`src/sv/kf3_pkg.sv`:
```
package kf3_pkg;

	localparam int N_ST          = 3;
	localparam int FRAC_BITS_DEF = 16;
	localparam int CFG_IW        = 3;

	localparam logic [30:0] Q_RST = 31'd6554;
	localparam logic [30:0] R_RST = 31'd655;

	typedef enum logic [CFG_IW-1:0] {
		REG_Q0,
		REG_Q1,
		REG_Q2,
		REG_R0,
		REG_R1,
		REG_R2
	} cfg_reg_t;

	typedef enum logic [1:0] {
		OP_ADD,
		OP_SUB,
		OP_DIV
	} op_t;

	typedef struct packed {
		logic start;
		op_t  op;
	} lane_req_t;

	typedef struct packed {
		logic done;
		logic clp;
	} lane_rsp_t;

	typedef struct packed {
		logic               clp;
		logic signed [31:0] v;
	} fx_t;

	// saturating a + b or a - b
	function automatic fx_t fx_addsub(input logic signed [31:0] a,
		input logic signed [31:0] b, input logic sub);
		logic signed [32:0] s;
		fx_t r;
		s = sub ? (33'(a) - 33'(b)) : (33'(a) + 33'(b));
		r.clp = 1'b0;
		r.v   = s[31:0];
		if (s > 33'sd2147483647) begin
			r.clp = 1'b1;
			r.v   = 32'sh7FFFFFFF;
		end else if (s < -33'sd2147483648) begin
			r.clp = 1'b1;
			r.v   = 32'sh80000000;
		end
		return r;
	endfunction

endpackage

```
`src/sv/kf3_merge.sv`:
```
module kf3_merge import kf3_pkg::*; (
	input  logic               clk,
	input  logic               arst_n,
	input  logic               start,
	input  logic signed [31:0] m [N_ST],
	input  logic signed [31:0] base,
	output lane_rsp_t          rsp,
	output logic signed [31:0] res
);

	logic               v_s1;
	logic signed [31:0] s_s1, m2_s1, base_s1;
	logic               clp_s1;
	fx_t                s1, s2, s3;

	// left to right: ((m0 + m1) + m2), then base + that
	assign s1 = fx_addsub(m[0], m[1], 1'b0);
	assign s2 = fx_addsub(s_s1, m2_s1, 1'b0);
	assign s3 = fx_addsub(base_s1, s2.v, 1'b0);

	always_ff @(posedge clk or negedge arst_n) begin
		if (!arst_n) begin
			v_s1     <= 1'b0;
			rsp.done <= 1'b0;
			rsp.clp  <= 1'b0;
		end else begin
			v_s1     <= start;
			rsp.done <= v_s1;
			if (start) begin
				s_s1    <= s1.v;
				clp_s1  <= s1.clp;
				m2_s1   <= m[2];
				base_s1 <= base;
			end
			if (v_s1) begin
				res     <= s3.v;
				rsp.clp <= clp_s1 | s2.clp | s3.clp;
			end
		end
	end

endmodule

```
`config.mk`:
```
export PLATFORM = sky130hd
export DESIGN_NAME = kf3_merge
export DESIGN_NICKNAME = d
export VERILOG_FILES = /design/src/sv/kf3_pkg.sv /design/src/sv/kf3_merge.sv
export SDC_FILE = /design/constraint.sdc
export NUM_CORES = 1
export LEC_CHECK = 0
export CORE_ASPECT_RATIO = 1.25
export CORE_MARGIN = 10
export CORE_UTILIZATION = 60
export DETAILED_ROUTE_END_ITERATION = 10
export DONT_BUFFER_PORTS = 1
export PLACE_DENSITY = 0.76
export SLEW_MARGIN = 5
export SYNTH_ARGS = -nofsm -noshare
export SYNTH_HDL_FRONTEND = slang
export SYNTH_SLANG_ARGS = --single-unit
export TNS_END_PERCENT = 30
```
`constraint.sdc`:
```
create_clock -name clk -period 8.31 [get_ports clk]
set_input_delay 1.662 -clock clk [delete_from_list [all_inputs] [get_ports clk]]
set_output_delay 1.662 -clock clk [all_outputs]
set_load 0.005 [all_outputs]
```
Word level (Yosys, flattened, before mapping). Index checks and enable logic that the tools add are counted.

$add $sub $neg: 3. Multipliers: 0. Div/mod/pow operators: 0. Order comparisons: 6. Equality and inequality tests: 0. Shift operators: 0. Muxes and demuxes: 5. Bitwise operators: 2. Reduce and logical (&&, ||, !) cells: 2.

Operators by type and width (count): two-way mux 33 bit (5); adder 32 x 32 -> 33 bit (3); > comparator 33 x 32 -> 1 bit (second input constant) (3); less-than comparator 33 x 32 -> 1 bit (second input constant) (3); AND reduction 2 bit (2); bitwise OR 1 bit (2).

Register bits after elaboration: 132. Bits in latches: 0. RAM bits: 0. Memory bits (read-only): 0. Input bits: 131. Output and inout bits: 34. Logic and storage cells: 26. Memories: 0.

Logic depth before layout (Yosys ltp).
Depth after elaboration: 9. Mapped depth: 24. Mapped depth without buffers: 22.

Worst setup path before layout. Ideal clock, no wire load.

Kind: reg2reg. Start: reg s_s1[0]. End: reg res[15], data pin. Setup time: 0.256 ns. Arrival: 4.929 ns. Required time: 8.054 ns. Setup slack: 3.125 ns. Cell stages (with the launch flop): 24. Buffers on the path: 2. Cells stage by stage: edfxtp_1 > ha_1 > inv_1 > fa_1 > nand2b_1 > a211oi_2 > o211ai_1 > a211oi_2 > o2111ai_1 > a31oi_4 > nor2_2 > buf_2 > o21ai_0 > ha_1 > a211oi_2 > o211a_4 > o31ai_4 > a211oi_4 > o2bb2ai_2 > or4_1 > nand3_2 > and2_4 > buf_8 > o21ai_2.

Longest elaborated chain between the ends: 7.

RTL lines: from (decl) (line kf3_merge.sv:12) `logic signed [31:0] s_s1, m2_s1, base_s1;`; from (signal assigned) (line kf3_merge.sv:30) `s_s1 <= s1.v;`; adder 32 x 32 -> 33 bit (*) (line kf3_pkg.sv:45) `s = sub ? (33'(a) - 33'(b)) : (33'(a) + 33'(b));`; less-than comparator 33 x 32 -> 1 bit (line kf3_pkg.sv:51) `end else if (s < -33'sd2147483648) begin`; two-way mux 33 bit (line kf3_pkg.sv:51); two-way mux 33 bit (*) (line kf3_pkg.sv:48) `if (s > 33'sd2147483647) begin`; adder 32 x 32 -> 33 bit (*) (line kf3_pkg.sv:45); less-than comparator 33 x 32 -> 1 bit (line kf3_pkg.sv:51); two-way mux 33 bit (line kf3_pkg.sv:51); to (signal assigned) (line kf3_merge.sv:36) `res <= s3.v;`; to (decl) (line kf3_merge.sv:8) `output logic signed [31:0] res`.

Every way passes the cells marked *; elsewhere a longest branch is shown, timed or not. A chain may end at the register's enable or synchronous reset.

Worst setup path in the final report.
Start: reg s_s1[21]. End: reg res[23], data pin.

The elaborated chain is that of the path after synthesis.

==> impl_metrics.json <==
{
  "slew-limit-headroom": 0.376,
  "root_buffer": "clkbuf_16",
  "placed_area_mm2": 0.00996,
  "syn_inst": 1005,
  "wl_per_cell_um": 18.4,
  "max_cap_violations": 0,
  "drt_iter0_markers": 378,
  "layout-drive-gt1-share": 0.0617,
  "setup_viol": 0,
  "synth_edf_count": 129,
  "ys.flop_type": "edfxtp_1",
  "clk_pin_slew_ns": 0.06,
  "hold_viol_final": 0,
  "gr-total-overflow": 0,
  "path_max_fanout": 31,
  "fin_crit_sh": 0.733,
  "viasPerCell": 6.14,
  "whs_path_depth": 0,
  "synth_warnings": 0,
  "ant_nets": 0,
  "fmax_ghz": 0.164,
  "cp.required_ns": 8.46,
  "clk_latency_ns": 0.43,
  "cts_tree": "done",
  "crit_type": "flip-flop to flip-flop",
  "netlist_top_cells_area": "edfxtp_1 39%, ha_1 12%, a21oi_1 7.6%, xnor2_1 4.7%, o21ai_0 4.0%",
  "cp_data_arrival_time_ns": 6.24,
  "fin_util": 0.654,
  "synth_adder_area_share": 0.134,
  "final_nets": 1223,
  "maxSlewViolCount": 0,
  "drc": 0,
  "finalWeightedCongestion": 0.943,
  "synth_xor_area_frac": 0.0754,
  "grt_util_all_layers": 0.200,
  "syn_to_final_growth_pct": 7.29,
  "cts.sinks": 132,
  "ios": 165,
  "die-area_mm2": 0.0220,
  "synthMuxAreaShare": 0.00114,
  "fin_crit_ns": 6.09,
  "clk_path_buf_depth": 2,
  "antenna_found_initial": 4,
  "core_mm2": 0.0162,
  "synthArstFlopShare": 0.0227,
  "skew_ns": 0.0147,
  "synth_top_area_share": 0.392,
  "start_util": 0.609,
  "grt_pass1_vias": 7457,
  "grt_max_degree": 77,
  "synth_nets": 1236,
  "synth.avg_cell_area_um2": 9.82,
  "cts_made_buffers": 17,
  "rsz0062_at_grt": "no",
  "yosysMostFrequentCell": "a21oi_1",
  "cts-resized-gates": 0,
  "yosys_register_bits": 132,
  "synth_compound_area_frac": 0.244,
  "rows": 52,
  "worst_slew_pin_slew_ns": 0.936,
  "synth_top_family_by_area": "compound AO/OA/AOI/OAI gates",
  "end_kind": "flip-flop",
  "tns_ns": 0,
  "finalWirelength_mm": 22.5,
  "post-dp-hpwl_mm": 17.7,
  "powerDensity_mw_per_mm2": 310,
  "worstSetupStartpointType": "flip-flop",
  "ys_seq_area_frac": 0.400,
  "status": "complete, no violations",
  "fin_area_mm2": 0.0106,
  "die_h_um": 163,
  "leakage_uw": 0.00404,
  "hp-class": "flip-flop to flip-flop",
  "fp.dieW_um": 135,
  "ff2ff_path_depth": 20,
  "synth.distinct_cells": 70,
  "firstDrtPassIters": 5,
  "power_uw": 3280,
  "synth-simple-area-share": 0.117,
  "grt_pass1_wl_mm": 35.6,
  "synth_top_cell_by_area": "edfxtp_1",
  "htreeDepth": 4,
  "routed-via-count": 7508,
  "post-cts-setup-buffers": 0,
  "portBuffers": 0,
  "syn_area_mm2": 0.00987,
  "ys_top_cells_by_count": "149 x a21oi_1, 129 x edfxtp_1, 97 x ha_1",
  "ctsHoldBuffers": 0,
  "peakVddDrop_mv": 0.185
}
[through the flow]
| stage | setup WS, ns | hold slack (ns) | instances |
|---|---|---|---|
| 2_1_floorplan | 3.13 | 0.386 | 1005 |
| 3_3_place_gp | 2.53 | 0.414 | 1189 |
| 3_5_place_dp | 2.25 | 0.424 | 1189 |
| 4_1_cts | 2.24 | 0.421 | 1221 |
| 5_1_grt | 1.67 | 0.435 | 1223 |
| 6_report | 2.22 | 0.419 | 1223 |
[power breakdown]
part / switching, uW / leakage, uW / internal, uW
Clock: 269 / 0.000303 / 527
Combinational: 920 / 0.00249 / 606
Sequential: 47.3 / 0.00124 / 916
[logic make-up after synthesis]
kind of cell,after synthesis
AOI/OAI and AO/OA,383
xor gates and xnor gates,85
adders and majority gates,105
buffers and inverters,57
DFF,132
muxes,1
and+or+nand+nor,242
[cell usage in the layout, fill, tap and decap left out, drive strengths merged, types with 7 or more instances in the layout]
cell    instances
nand3          21
xor2           32
o21bai         15
nor2           62
o21ai          92
nand2b          7
o31ai           7
nor2b          13
nand4          11
nor3           17
a21o           42
a21oi         153
a31oi          12
clkbuf         20
xnor2          53
and3           10
o211ai         14
nand2          78
o21a            9
inv            23
a211oi         16
ha             97
edfxtp        129
[per-layer routing]
metal / global-route usage / wire (um) / vias up
li1: - / - / 3789
met1: 0.226 / 9600 / 3458
met2: 0.347 / 11200 / 219
met3: 0.0547 / 1170 / 40
met4: 0.0833 / 566 / 2
met5: 0 / 14 / -
[path summary, 6_finish.rpt]
| path | start | to | slack [ns] |
|---|---|---|---|
| min | v_s1 | rsp[1] | 0.42 |
| max in group asynchronous | arst_n | v_s1 | 7.31 |
| max | s_s1[21] | res[23] | 2.22 |
| min reg2reg | v_s1 | rsp[1] | 0.42 |
| max reg2reg | s_s1[21] | res[23] | 2.22 |
| min in group asynchronous | arst_n | rsp[1] | 0.93 |
[registers in the layout, summed over array words and instances, names as in the netlist]
register / flops
res: 32
s_s1: 32
base_s1: 32
clp_s1: 1
m2_s1: 32
rsp: 2
v_s1: 1
[critical path: stages (launching register included)]
cell and delay, ns:
edfxtp_1 0.39, ha_1 0.41, a21o_1 0.21, a21o_1 0.18, a221oi_1 0.36, nor3_1 0.09, nor3b_1 0.35, a31oi_4 0.20
nor2_2 0.70, nor2_1 0.15, ha_1 0.28, fa_1 0.41, nand3_1 0.11, a21oi_1 0.09, a221o_1 0.34, a211oi_1 0.32
o21a_1 0.28, o21ai_1 0.14, a21oi_2 0.26, or2_4 0.41, a21oi_1 0.14
[area by class of cell]
| class | count | area, um^2 |
|---|---|---|
| diodes | 2 | 5.00 |
| inverters | 23 | 86.3 |
| fillers | 1294 | 5610 |
| flip-flops and latches | 132 | 3950 |
| well taps | 216 | 270 |
| clock inverters | 12 | 185 |
| repair buffers | 2 | 15.0 |
| clock buffers | 20 | 437 |
| multi-input cells | 816 | 5640 |
No activity file was read; power rests on OpenSTA's default activity.
