[config.mk]
export PLATFORM = sky130hd
export DESIGN_NAME = kf3_lane
export DESIGN_NICKNAME = d
export VERILOG_FILES = /design/src/sv/kf3_pkg.sv /design/src/sv/kf3_lane.sv
export SDC_FILE = /design/constraint.sdc
export NUM_CORES = 2
export LEC_CHECK = 0
export BUFFER_PORTS_ARGS = -buffer_cell sky130_fd_sc_hd__buf_2
export CORE_MARGIN = 2
export CORE_UTILIZATION = 42
export DETAILED_ROUTE_END_ITERATION = 12
export HOLD_SLACK_MARGIN = 0.05
export PLACE_DENSITY_LB_ADDON = 0.05
export SLEW_MARGIN = 15
export SYNTH_ARGS = -nofsm -noshare
export SYNTH_HDL_FRONTEND = slang
export SYNTH_SLANG_ARGS = --single-unit
export TNS_END_PERCENT = 10
[constraint.sdc]
create_clock -name clk -period 15.5 [get_ports clk]
set_input_delay 3.1 -clock clk [delete_from_list [all_inputs] [get_ports clk]]
set_output_delay 3.1 -clock clk [all_outputs]
set_load 0.02 [all_outputs]
[src/sv/kf3_pkg.sv]
package kf3_pkg;

	localparam int N_ST          = 3;
	localparam int FRAC_BITS_DEF = 16;
	localparam int CFG_IW        = 3;

	localparam logic [30:0] Q_RST = 31'd6554;
	localparam logic [30:0] R_RST = 31'd655;

	typedef enum logic [CFG_IW-1:0] {
		REG_Q0,
		REG_Q1,
		REG_Q2,
		REG_R0,
		REG_R1,
		REG_R2
	} cfg_reg_t;

	typedef enum logic [1:0] {
		OP_ADD,
		OP_SUB,
		OP_DIV
	} op_t;

	typedef struct packed {
		logic start;
		op_t  op;
	} lane_req_t;

	typedef struct packed {
		logic done;
		logic clp;
	} lane_rsp_t;

	typedef struct packed {
		logic               clp;
		logic signed [31:0] v;
	} fx_t;

	// saturating a + b or a - b
	function automatic fx_t fx_addsub(input logic signed [31:0] a,
		input logic signed [31:0] b, input logic sub);
		logic signed [32:0] s;
		fx_t r;
		s = sub ? (33'(a) - 33'(b)) : (33'(a) + 33'(b));
		r.clp = 1'b0;
		r.v   = s[31:0];
		if (s > 33'sd2147483647) begin
			r.clp = 1'b1;
			r.v   = 32'sh7FFFFFFF;
		end else if (s < -33'sd2147483648) begin
			r.clp = 1'b1;
			r.v   = 32'sh80000000;
		end
		return r;
	endfunction

endpackage

[src/sv/kf3_lane.sv]
module kf3_lane import kf3_pkg::*; #(
	parameter int FRAC_BITS = FRAC_BITS_DEF
) (
	input  logic               clk,
	input  logic               arst_n,
	input  lane_req_t          req,
	input  logic signed [31:0] a,
	input  logic signed [31:0] b,
	input  logic signed [31:0] c,
	output lane_rsp_t          rsp,
	output logic signed [31:0] res
);

	localparam int NUMW = 32 + FRAC_BITS;
	localparam int CW   = $clog2(NUMW);
	localparam logic [NUMW-1:0] QMAXP = NUMW'(64'h7FFFFFFF);
	localparam logic [NUMW-1:0] QMAXN = NUMW'(64'h80000000);

	typedef enum logic [2:0] {L_IDLE, L_MUL, L_SHF, L_ADD, L_DIV, L_DFIN} lst_t;

	lst_t               st_q;
	op_t                op_q;
	logic signed [31:0] a_q, b_q, c_q;
	logic signed [63:0] prod_s1;
	logic signed [31:0] m_s2;
	logic               mclp_s2;
	logic [NUMW-1:0]    num_q;
	logic [31:0]        dv_q, rem_q;
	logic               neg_q;
	logic [CW-1:0]      cnt_q;

	logic signed [63:0] shf;
	logic [31:0]        a_abs, b_abs;
	logic [32:0]        remsh, diff;
	logic               ge;
	fx_t                sum;

	assign shf   = prod_s1 >>> FRAC_BITS;
	assign a_abs = a[31] ? (~a + 32'd1) : a;
	assign b_abs = b[31] ? (~b + 32'd1) : b;
	assign remsh = {rem_q, num_q[NUMW-1]};
	assign diff  = remsh - {1'b0, dv_q};
	assign ge    = remsh >= {1'b0, dv_q};
	assign sum   = fx_addsub(c_q, m_s2, op_q == OP_SUB);

	always_ff @(posedge clk or negedge arst_n) begin
		if (!arst_n) begin
			st_q     <= L_IDLE;
			rsp.done <= 1'b0;
			rsp.clp  <= 1'b0;
		end else begin
			rsp.done <= 1'b0;
			case (st_q)
				L_IDLE: begin
					if (req.start) begin
						op_q <= req.op;
						a_q  <= a;
						b_q  <= b;
						c_q  <= c;
						if (req.op == OP_DIV) begin
							num_q <= {a_abs, FRAC_BITS'(0)};
							dv_q  <= b_abs;
							rem_q <= 32'd0;
							neg_q <= a[31] ^ b[31];
							cnt_q <= CW'(NUMW - 1);
							st_q  <= L_DIV;
						end else begin
							st_q <= L_MUL;
						end
					end
				end
				L_MUL: begin
					prod_s1 <= a_q * b_q;
					st_q    <= L_SHF;
				end
				L_SHF: begin
					mclp_s2 <= 1'b0;
					m_s2    <= shf[31:0];
					if (shf > 64'sh7FFFFFFF) begin
						mclp_s2 <= 1'b1;
						m_s2    <= 32'sh7FFFFFFF;
					end else if (shf < -64'sh80000000) begin
						mclp_s2 <= 1'b1;
						m_s2    <= 32'sh80000000;
					end
					st_q <= L_ADD;
				end
				L_ADD: begin
					res      <= sum.v;
					rsp.clp  <= sum.clp | mclp_s2;
					rsp.done <= 1'b1;
					st_q     <= L_IDLE;
				end
				L_DIV: begin
					rem_q <= ge ? diff[31:0] : remsh[31:0];
					num_q <= {num_q[NUMW-2:0], ge};
					if (cnt_q == '0) begin
						st_q <= L_DFIN;
					end else begin
						cnt_q <= cnt_q - CW'(1);
					end
				end
				L_DFIN: begin
					rsp.done <= 1'b1;
					rsp.clp  <= 1'b0;
					if (neg_q) begin
						if (num_q > QMAXN) begin
							rsp.clp <= 1'b1;
							res     <= 32'sh80000000;
						end else begin
							res <= ~num_q[31:0] + 32'd1;
						end
					end else begin
						if (num_q > QMAXP) begin
							rsp.clp <= 1'b1;
							res     <= 32'sh7FFFFFFF;
						end else begin
							res <= num_q[31:0];
						end
					end
					st_q <= L_IDLE;
				end
				default: st_q <= L_IDLE;
			endcase
		end
	end

endmodule

# Word level (Yosys, flattened, before mapping)
# Index checks and enable logic that the tools add are counted.
# op_classes
addsub	7
n_mul	1
n_lt_le_gt_ge	7
n_eq_ne	11
n_mux	30
bitwise_logic	5
n_reduce_logical	12
# op_table
op	count
$mux W32	8
$pmux W32 S2	2
$mux W33	3
$add A32 B1 Y32 const B	3
$gt A48 B32 Y1 const B	2
$mux W48	2
$not A32 Y32	3
$pmux W48 S2	1
$mul A32 B32 Y64	1
$gt A48 B31 Y1 const B	1
$lt A48 B32 Y1 const B	1
$add A32 B32 Y33	1
$ge A33 B32 Y1	1
$gt A33 B32 Y1 const B	1
$lt A33 B32 Y1 const B	1
$sub A32 B32 Y33	1
$sub A32 B32 Y32	1
$mux W31	1
$mux W6	3
$pmux W3 S4	1
$pmux W6 S2	1
$mux W3	3
$ne A2 B2 Y1 const B	4
$reduce_and A2 Y1	4
other kinds (16)	23
# totals
regBits	351
in_bits	101
out_inout_bits	34
wordCells	90

# Logic depth before layout (Yosys ltp)
# depth
ltp_word	7
depth_mapped	29
depth_no_buf	27

# Worst setup path after synthesis
# OpenSTA, ideal clock, no wires.
# synth_path
kind	input port to flip-flop
startpoint	input port arst_n
endpoint	register dv_q[0], enable pin
setup_ps	393
arrival_time_ps	14953
t_required_ps	15107
slack_ps	153
cell_stages	3
path_buffers	0
cell_sequence	nand2_1 > nor4b_1 > and3_1
# synth_between
elab_chain_len	1
# synth_rtl
element	line_no	rtl
start, declared	kf3_lane.sv:5	input logic arst_n,
$reduce_and A4 Y1 (no source line)	--	
end signal, assigned	kf3_lane.sv:62	dv_q <= b_abs;
end, declared	kf3_lane.sv:28	logic [31:0] dv_q, rem_q;
# Every way passes these cells.
# A chain may end at the register's enable or synchronous reset.

# Final worst setup path
# layout_path
startpoint	register a_q[17]
endpoint	register prod_s1[57], data pin
# layout_between
elab_chain_len	1
# layout_rtl
element	line_no	rtl
start, declared	kf3_lane.sv:23	logic signed [31:0] a_q, b_q, c_q;
start signal, assigned	kf3_lane.sv:57	a_q <= a;
$mul A32 B32 Y64	kf3_lane.sv:73	prod_s1 <= a_q * b_q;
end signal, assigned	kf3_lane.sv:73	
end, declared	kf3_lane.sv:24	logic signed [63:0] prod_s1;
# Every way passes these cells.

==> flow_summary.yaml <==
yosys:
  async_reset_ff_frac: 0.01493
  synth-main-ff-cell: "edfxtp_1"
  ys_warn_count: 0
  synth_seq_cells: 335
  synthDistinctLibCells: 80
  synth_seq_area_share: 0.1851
  synthCells: 5537
  synth-edff-count: 330
  syn-cell-area_sq_mm: 0.05421
  synth_fp_nets: 6971
  avgSynthCellArea_sq_um: 9.790
die:
  core_sq_mm: 0.1278
  fp.dieH_microns: 363.3
  rows: 131
  die_area_sq_mm: 0.1320
  initial_core_util: 0.4240
  ios: 135
  chipWidth_microns: 363.3
run_status:
  run_status: "complete, no violations"
placed_design:
  place_congestion: 0.8921
  hpwl_microns: 128500
  dp.cells: 7154
  port_buffers: 134
  pre_cts_slack_ns: 6.662
clock_network:
  post_cts_buffers: 0
  cts_htree_levels: 2
  cts.clk_slew.worst_paths_ns: 0.06
  post_cts_resized: 0
  cts-root-buf: "clkbuf_16"
  cts_tree: "built"
  clockBufferDepth: 3
  insertion_delay_ns: 0.64
  cts.sinks: 335
  cts_buffers: 46
  holdBufCountCts: 0
timing:
  slew_viol_final: 0
  setup_tns_ns: 0
  fin_crit_ns: 8.752
  hold_violations: 0
  rsz0062_at_grt: "no"
  fin_ws_ns: 6.748
  slew_headroom: 0.3003
  max_freq_mhz: 114.3
  skew_ns: 0.02748
  setup_viol: 0
  min_period_over_period: 0.5647
  worst_slew_pin_slew_ns: 1.050
final_layout:
  ff_latch_area_sq_mm: 0.01003
  fillCellCount: 12479
  area_growth_pct: 7.368
  drive_gt1_frac: 0.05901
  nets: 6974
  finalNonFillerCells: 7239
  multi_input_area_sq_mm: 0.03913
routing:
  post_drt_via_cell_ratio: 5.261
  drtIter0Drc: 2473
  routed-via-count: 38083
  avgRoutedWirePerCell_microns: 22.66
  routed_wirelength_microns: 164000
  ant_nets: 0
  drt_pass1_iterations: 7
  drc: 0
critical_path:
  timing_worst_setup_path_type: "register to register"
  crit_path_max_fanout: 32
  r2r-start: "a_q[17]$_DFFE_PP_"
  worst_r2r_path_depth: 26
  crit_top_cell: "fa_1"
  cp.arrival_ns: 9.11
  rrSetupSlack_ns: 6.75
  critPathRequiredTime_ns: 15.86
  critPathMaxStageDelay_ns: 0.56
  r2r_end: "prod_s1[57]$_DFFE_PP_"
  cp_slowest_cell: "fa_1"
  cp-start-kind: "register"
  cp-end-kind: "register"
worst_hold_path:
  hold_end: "m_s2[1]$_SDFFCE_PN1P_"
  hp-start: "prod_s1[17]$_DFFE_PP_"
  hold_class: "register to register"
  whs_path_depth: 2
run:
  maxCapViolations: 0
global_routing:
  grt_max_degree: 65
  grtUsageTotal: 0.2543
  antenna_found_initial: 4
  overflow: 0
  grt_pass1_vias: 40600
  grt_pass1_wl_microns: 251600
==> flip-flops by register name, summed over array words and instances, names as in the netlist, 3 cells and up <==
| name | cells |
|---|---|
| cnt_q | 6 |
| num_q | 48 |
| rem_q | 32 |
| c_q | 32 |
| prod_s1 | 48 |
| b_q | 32 |
| dv_q | 32 |
| st_q | 3 |
| m_s2 | 32 |
| res | 32 |
| a_q | 32 |
==> cell families after synthesis <==
| family | after synthesis | synth area share |
|---|---|---|
| AO/OA/AOI/OAI | 594 | 0.07084 |
| XOR/XNOR | 208 | 0.03361 |
| adder cells (fa/ha/maj) | 1333 | 0.4577 |
| buffers and inverters | 1362 | 0.09447 |
| flip-flops | 335 | 0.1851 |
| multiplexers | 25 | 0.004616 |
| AND/OR/NAND/NOR | 1680 | 0.1537 |
==> cells in the final DEF, fill, tap and decap left out, types with 25 or more instances in the layout <==
| master | n |
|---|---|
| xnor2_1 | 111 |
| nor2b_1 | 28 |
| ha_1 | 250 |
| o31ai_1 | 26 |
| nor3_1 | 34 |
| a21oi_1 | 139 |
| fa_1 | 1083 |
| and2_1 | 515 |
| o21ai_0 | 135 |
| mux2i_1 | 25 |
| nor2_1 | 168 |
| buf_2 | 134 |
| and3_1 | 34 |
| nand2b_1 | 36 |
| o21a_1 | 27 |
| xor2_1 | 97 |
| buf_4 | 82 |
| nand2_1 | 711 |
| a22oi_1 | 25 |
| a21o_1 | 67 |
| clkbuf_16 | 46 |
| nand3_1 | 31 |
| edfxtp_1 | 330 |
| inv_1 | 1100 |
==> metal layers <==
| layer | routed length [microns] | part of all wire | global-route usage |
|---|---|---|---|
| met1 | 65560 | 0.40 | 0.3143 |
| met2 | 83170 | 0.51 | 0.4484 |
| met3 | 6580 | 0.040 | 0.02394 |
| met4 | 8696 | 0.053 | 0.1198 |
| met5 | 18 | 0.00011 | 0 |
==> synthesized netlist by cell type (5+ instances only) <==
| library cell | number | area share |
|---|---|---|
| a21o_1 | 67 | 0.0093 |
| a41oi_1 | 5 | 0.00081 |
| o21a_1 | 27 | 0.0037 |
| a21oi_1 | 139 | 0.013 |
| o21bai_1 | 15 | 0.0021 |
| mux2i_1 | 25 | 0.0046 |
| and4_1 | 5 | 0.00081 |
| nor2_1 | 171 | 0.012 |
| or2_2 | 16 | 0.0018 |
| o21ai_0 | 135 | 0.012 |
| buf_1 | 6 | 0.00042 |
| a311oi_1 | 9 | 0.0015 |
| and2_1 | 516 | 0.060 |
| ha_1 | 250 | 0.058 |
| nor2b_1 | 28 | 0.0032 |
| o21ai_1 | 8 | 0.00074 |
| xnor2_1 | 111 | 0.018 |
| dfrtp_1 | 5 | 0.0023 |
| nor3_1 | 35 | 0.0032 |
| a22oi_1 | 25 | 0.0035 |
| nand2_1 | 712 | 0.049 |
| or4_1 | 15 | 0.0021 |
| and3_1 | 34 | 0.0039 |
| o41ai_1 | 15 | 0.0024 |
| or3_1 | 22 | 0.0025 |
| fa_1 | 1083 | 0.40 |
| a21boi_0 | 9 | 0.0012 |
| a211oi_1 | 14 | 0.0019 |
| nor4_1 | 13 | 0.0015 |
| nand3_1 | 31 | 0.0029 |
| nand4_1 | 18 | 0.0021 |
| clkbuf_1 | 248 | 0.017 |
| xor2_1 | 97 | 0.016 |
| o211ai_1 | 12 | 0.0017 |
| o22ai_1 | 17 | 0.0020 |
| buf_2 | 7 | 0.00065 |
| edfxtp_1 | 330 | 0.18 |
| o31ai_1 | 27 | 0.0037 |
| nand2b_1 | 36 | 0.0042 |
| inv_1 | 1100 | 0.076 |
| a31oi_1 | 23 | 0.0027 |
| a211o_1 | 7 | 0.0011 |
==> through the flow <==
step | hold slack (ns) | util | area (sq um)
final | 0.5138 | 0.4552 | 58200
after global routing | 0.5422 | 0.4552 | 58200
after CTS | 0.5143 | 0.4552 | 58200
after detailed placement | 0.4991 | 0.4432 | 56660
after global placement | 0.4984 | 0.4432 | 56660
after floorplan | 0.4924 | - | 54210
==> worst max-delay path, delay by kind of cell, from the launching register on <==
family          cells  cell delay, ns
compound gates      9            2.64
xor+xnor            1            0.17
flops               1            0.33
fa+ha+maj           9            4.47
buf+inv             6            0.72
simple gates        1            0.14
==> final cells by class <==
type                    instances  area share
well taps                    1662     0.03573
clock buffers                  55     0.02036
diodes                          2  0.00008599
clock inverters                28    0.006019
multi-input cells            3840      0.6723
repair buffers                216     0.02210
flip-flops and latches        335      0.1724
inverters                    1101     0.07101
==> worst max-delay path by stage <==
stage                       from               endpoint  slack (ns)  cells past startpoint
3_3_place_gp    b_q[0]$_DFFE_PP_  prod_s1[62]$_DFFE_PP_        6.79                     24
2_1_floorplan             arst_n      dv_q[0]$_DFFE_PP_        0.15                      3
4_1_cts         b_q[0]$_DFFE_PP_  prod_s1[62]$_DFFE_PP_        6.61                     24
3_5_place_dp    b_q[0]$_DFFE_PP_  prod_s1[62]$_DFFE_PP_        6.66                     24
6_report       a_q[17]$_DFFE_PP_  prod_s1[57]$_DFFE_PP_        6.75                     26
5_1_grt         b_q[0]$_DFFE_PP_  prod_s1[62]$_DFFE_PP_        6.05                     24
Power is not shown: default switching activity piles up to over one toggle a cycle in this logic, so the estimate is an artifact.
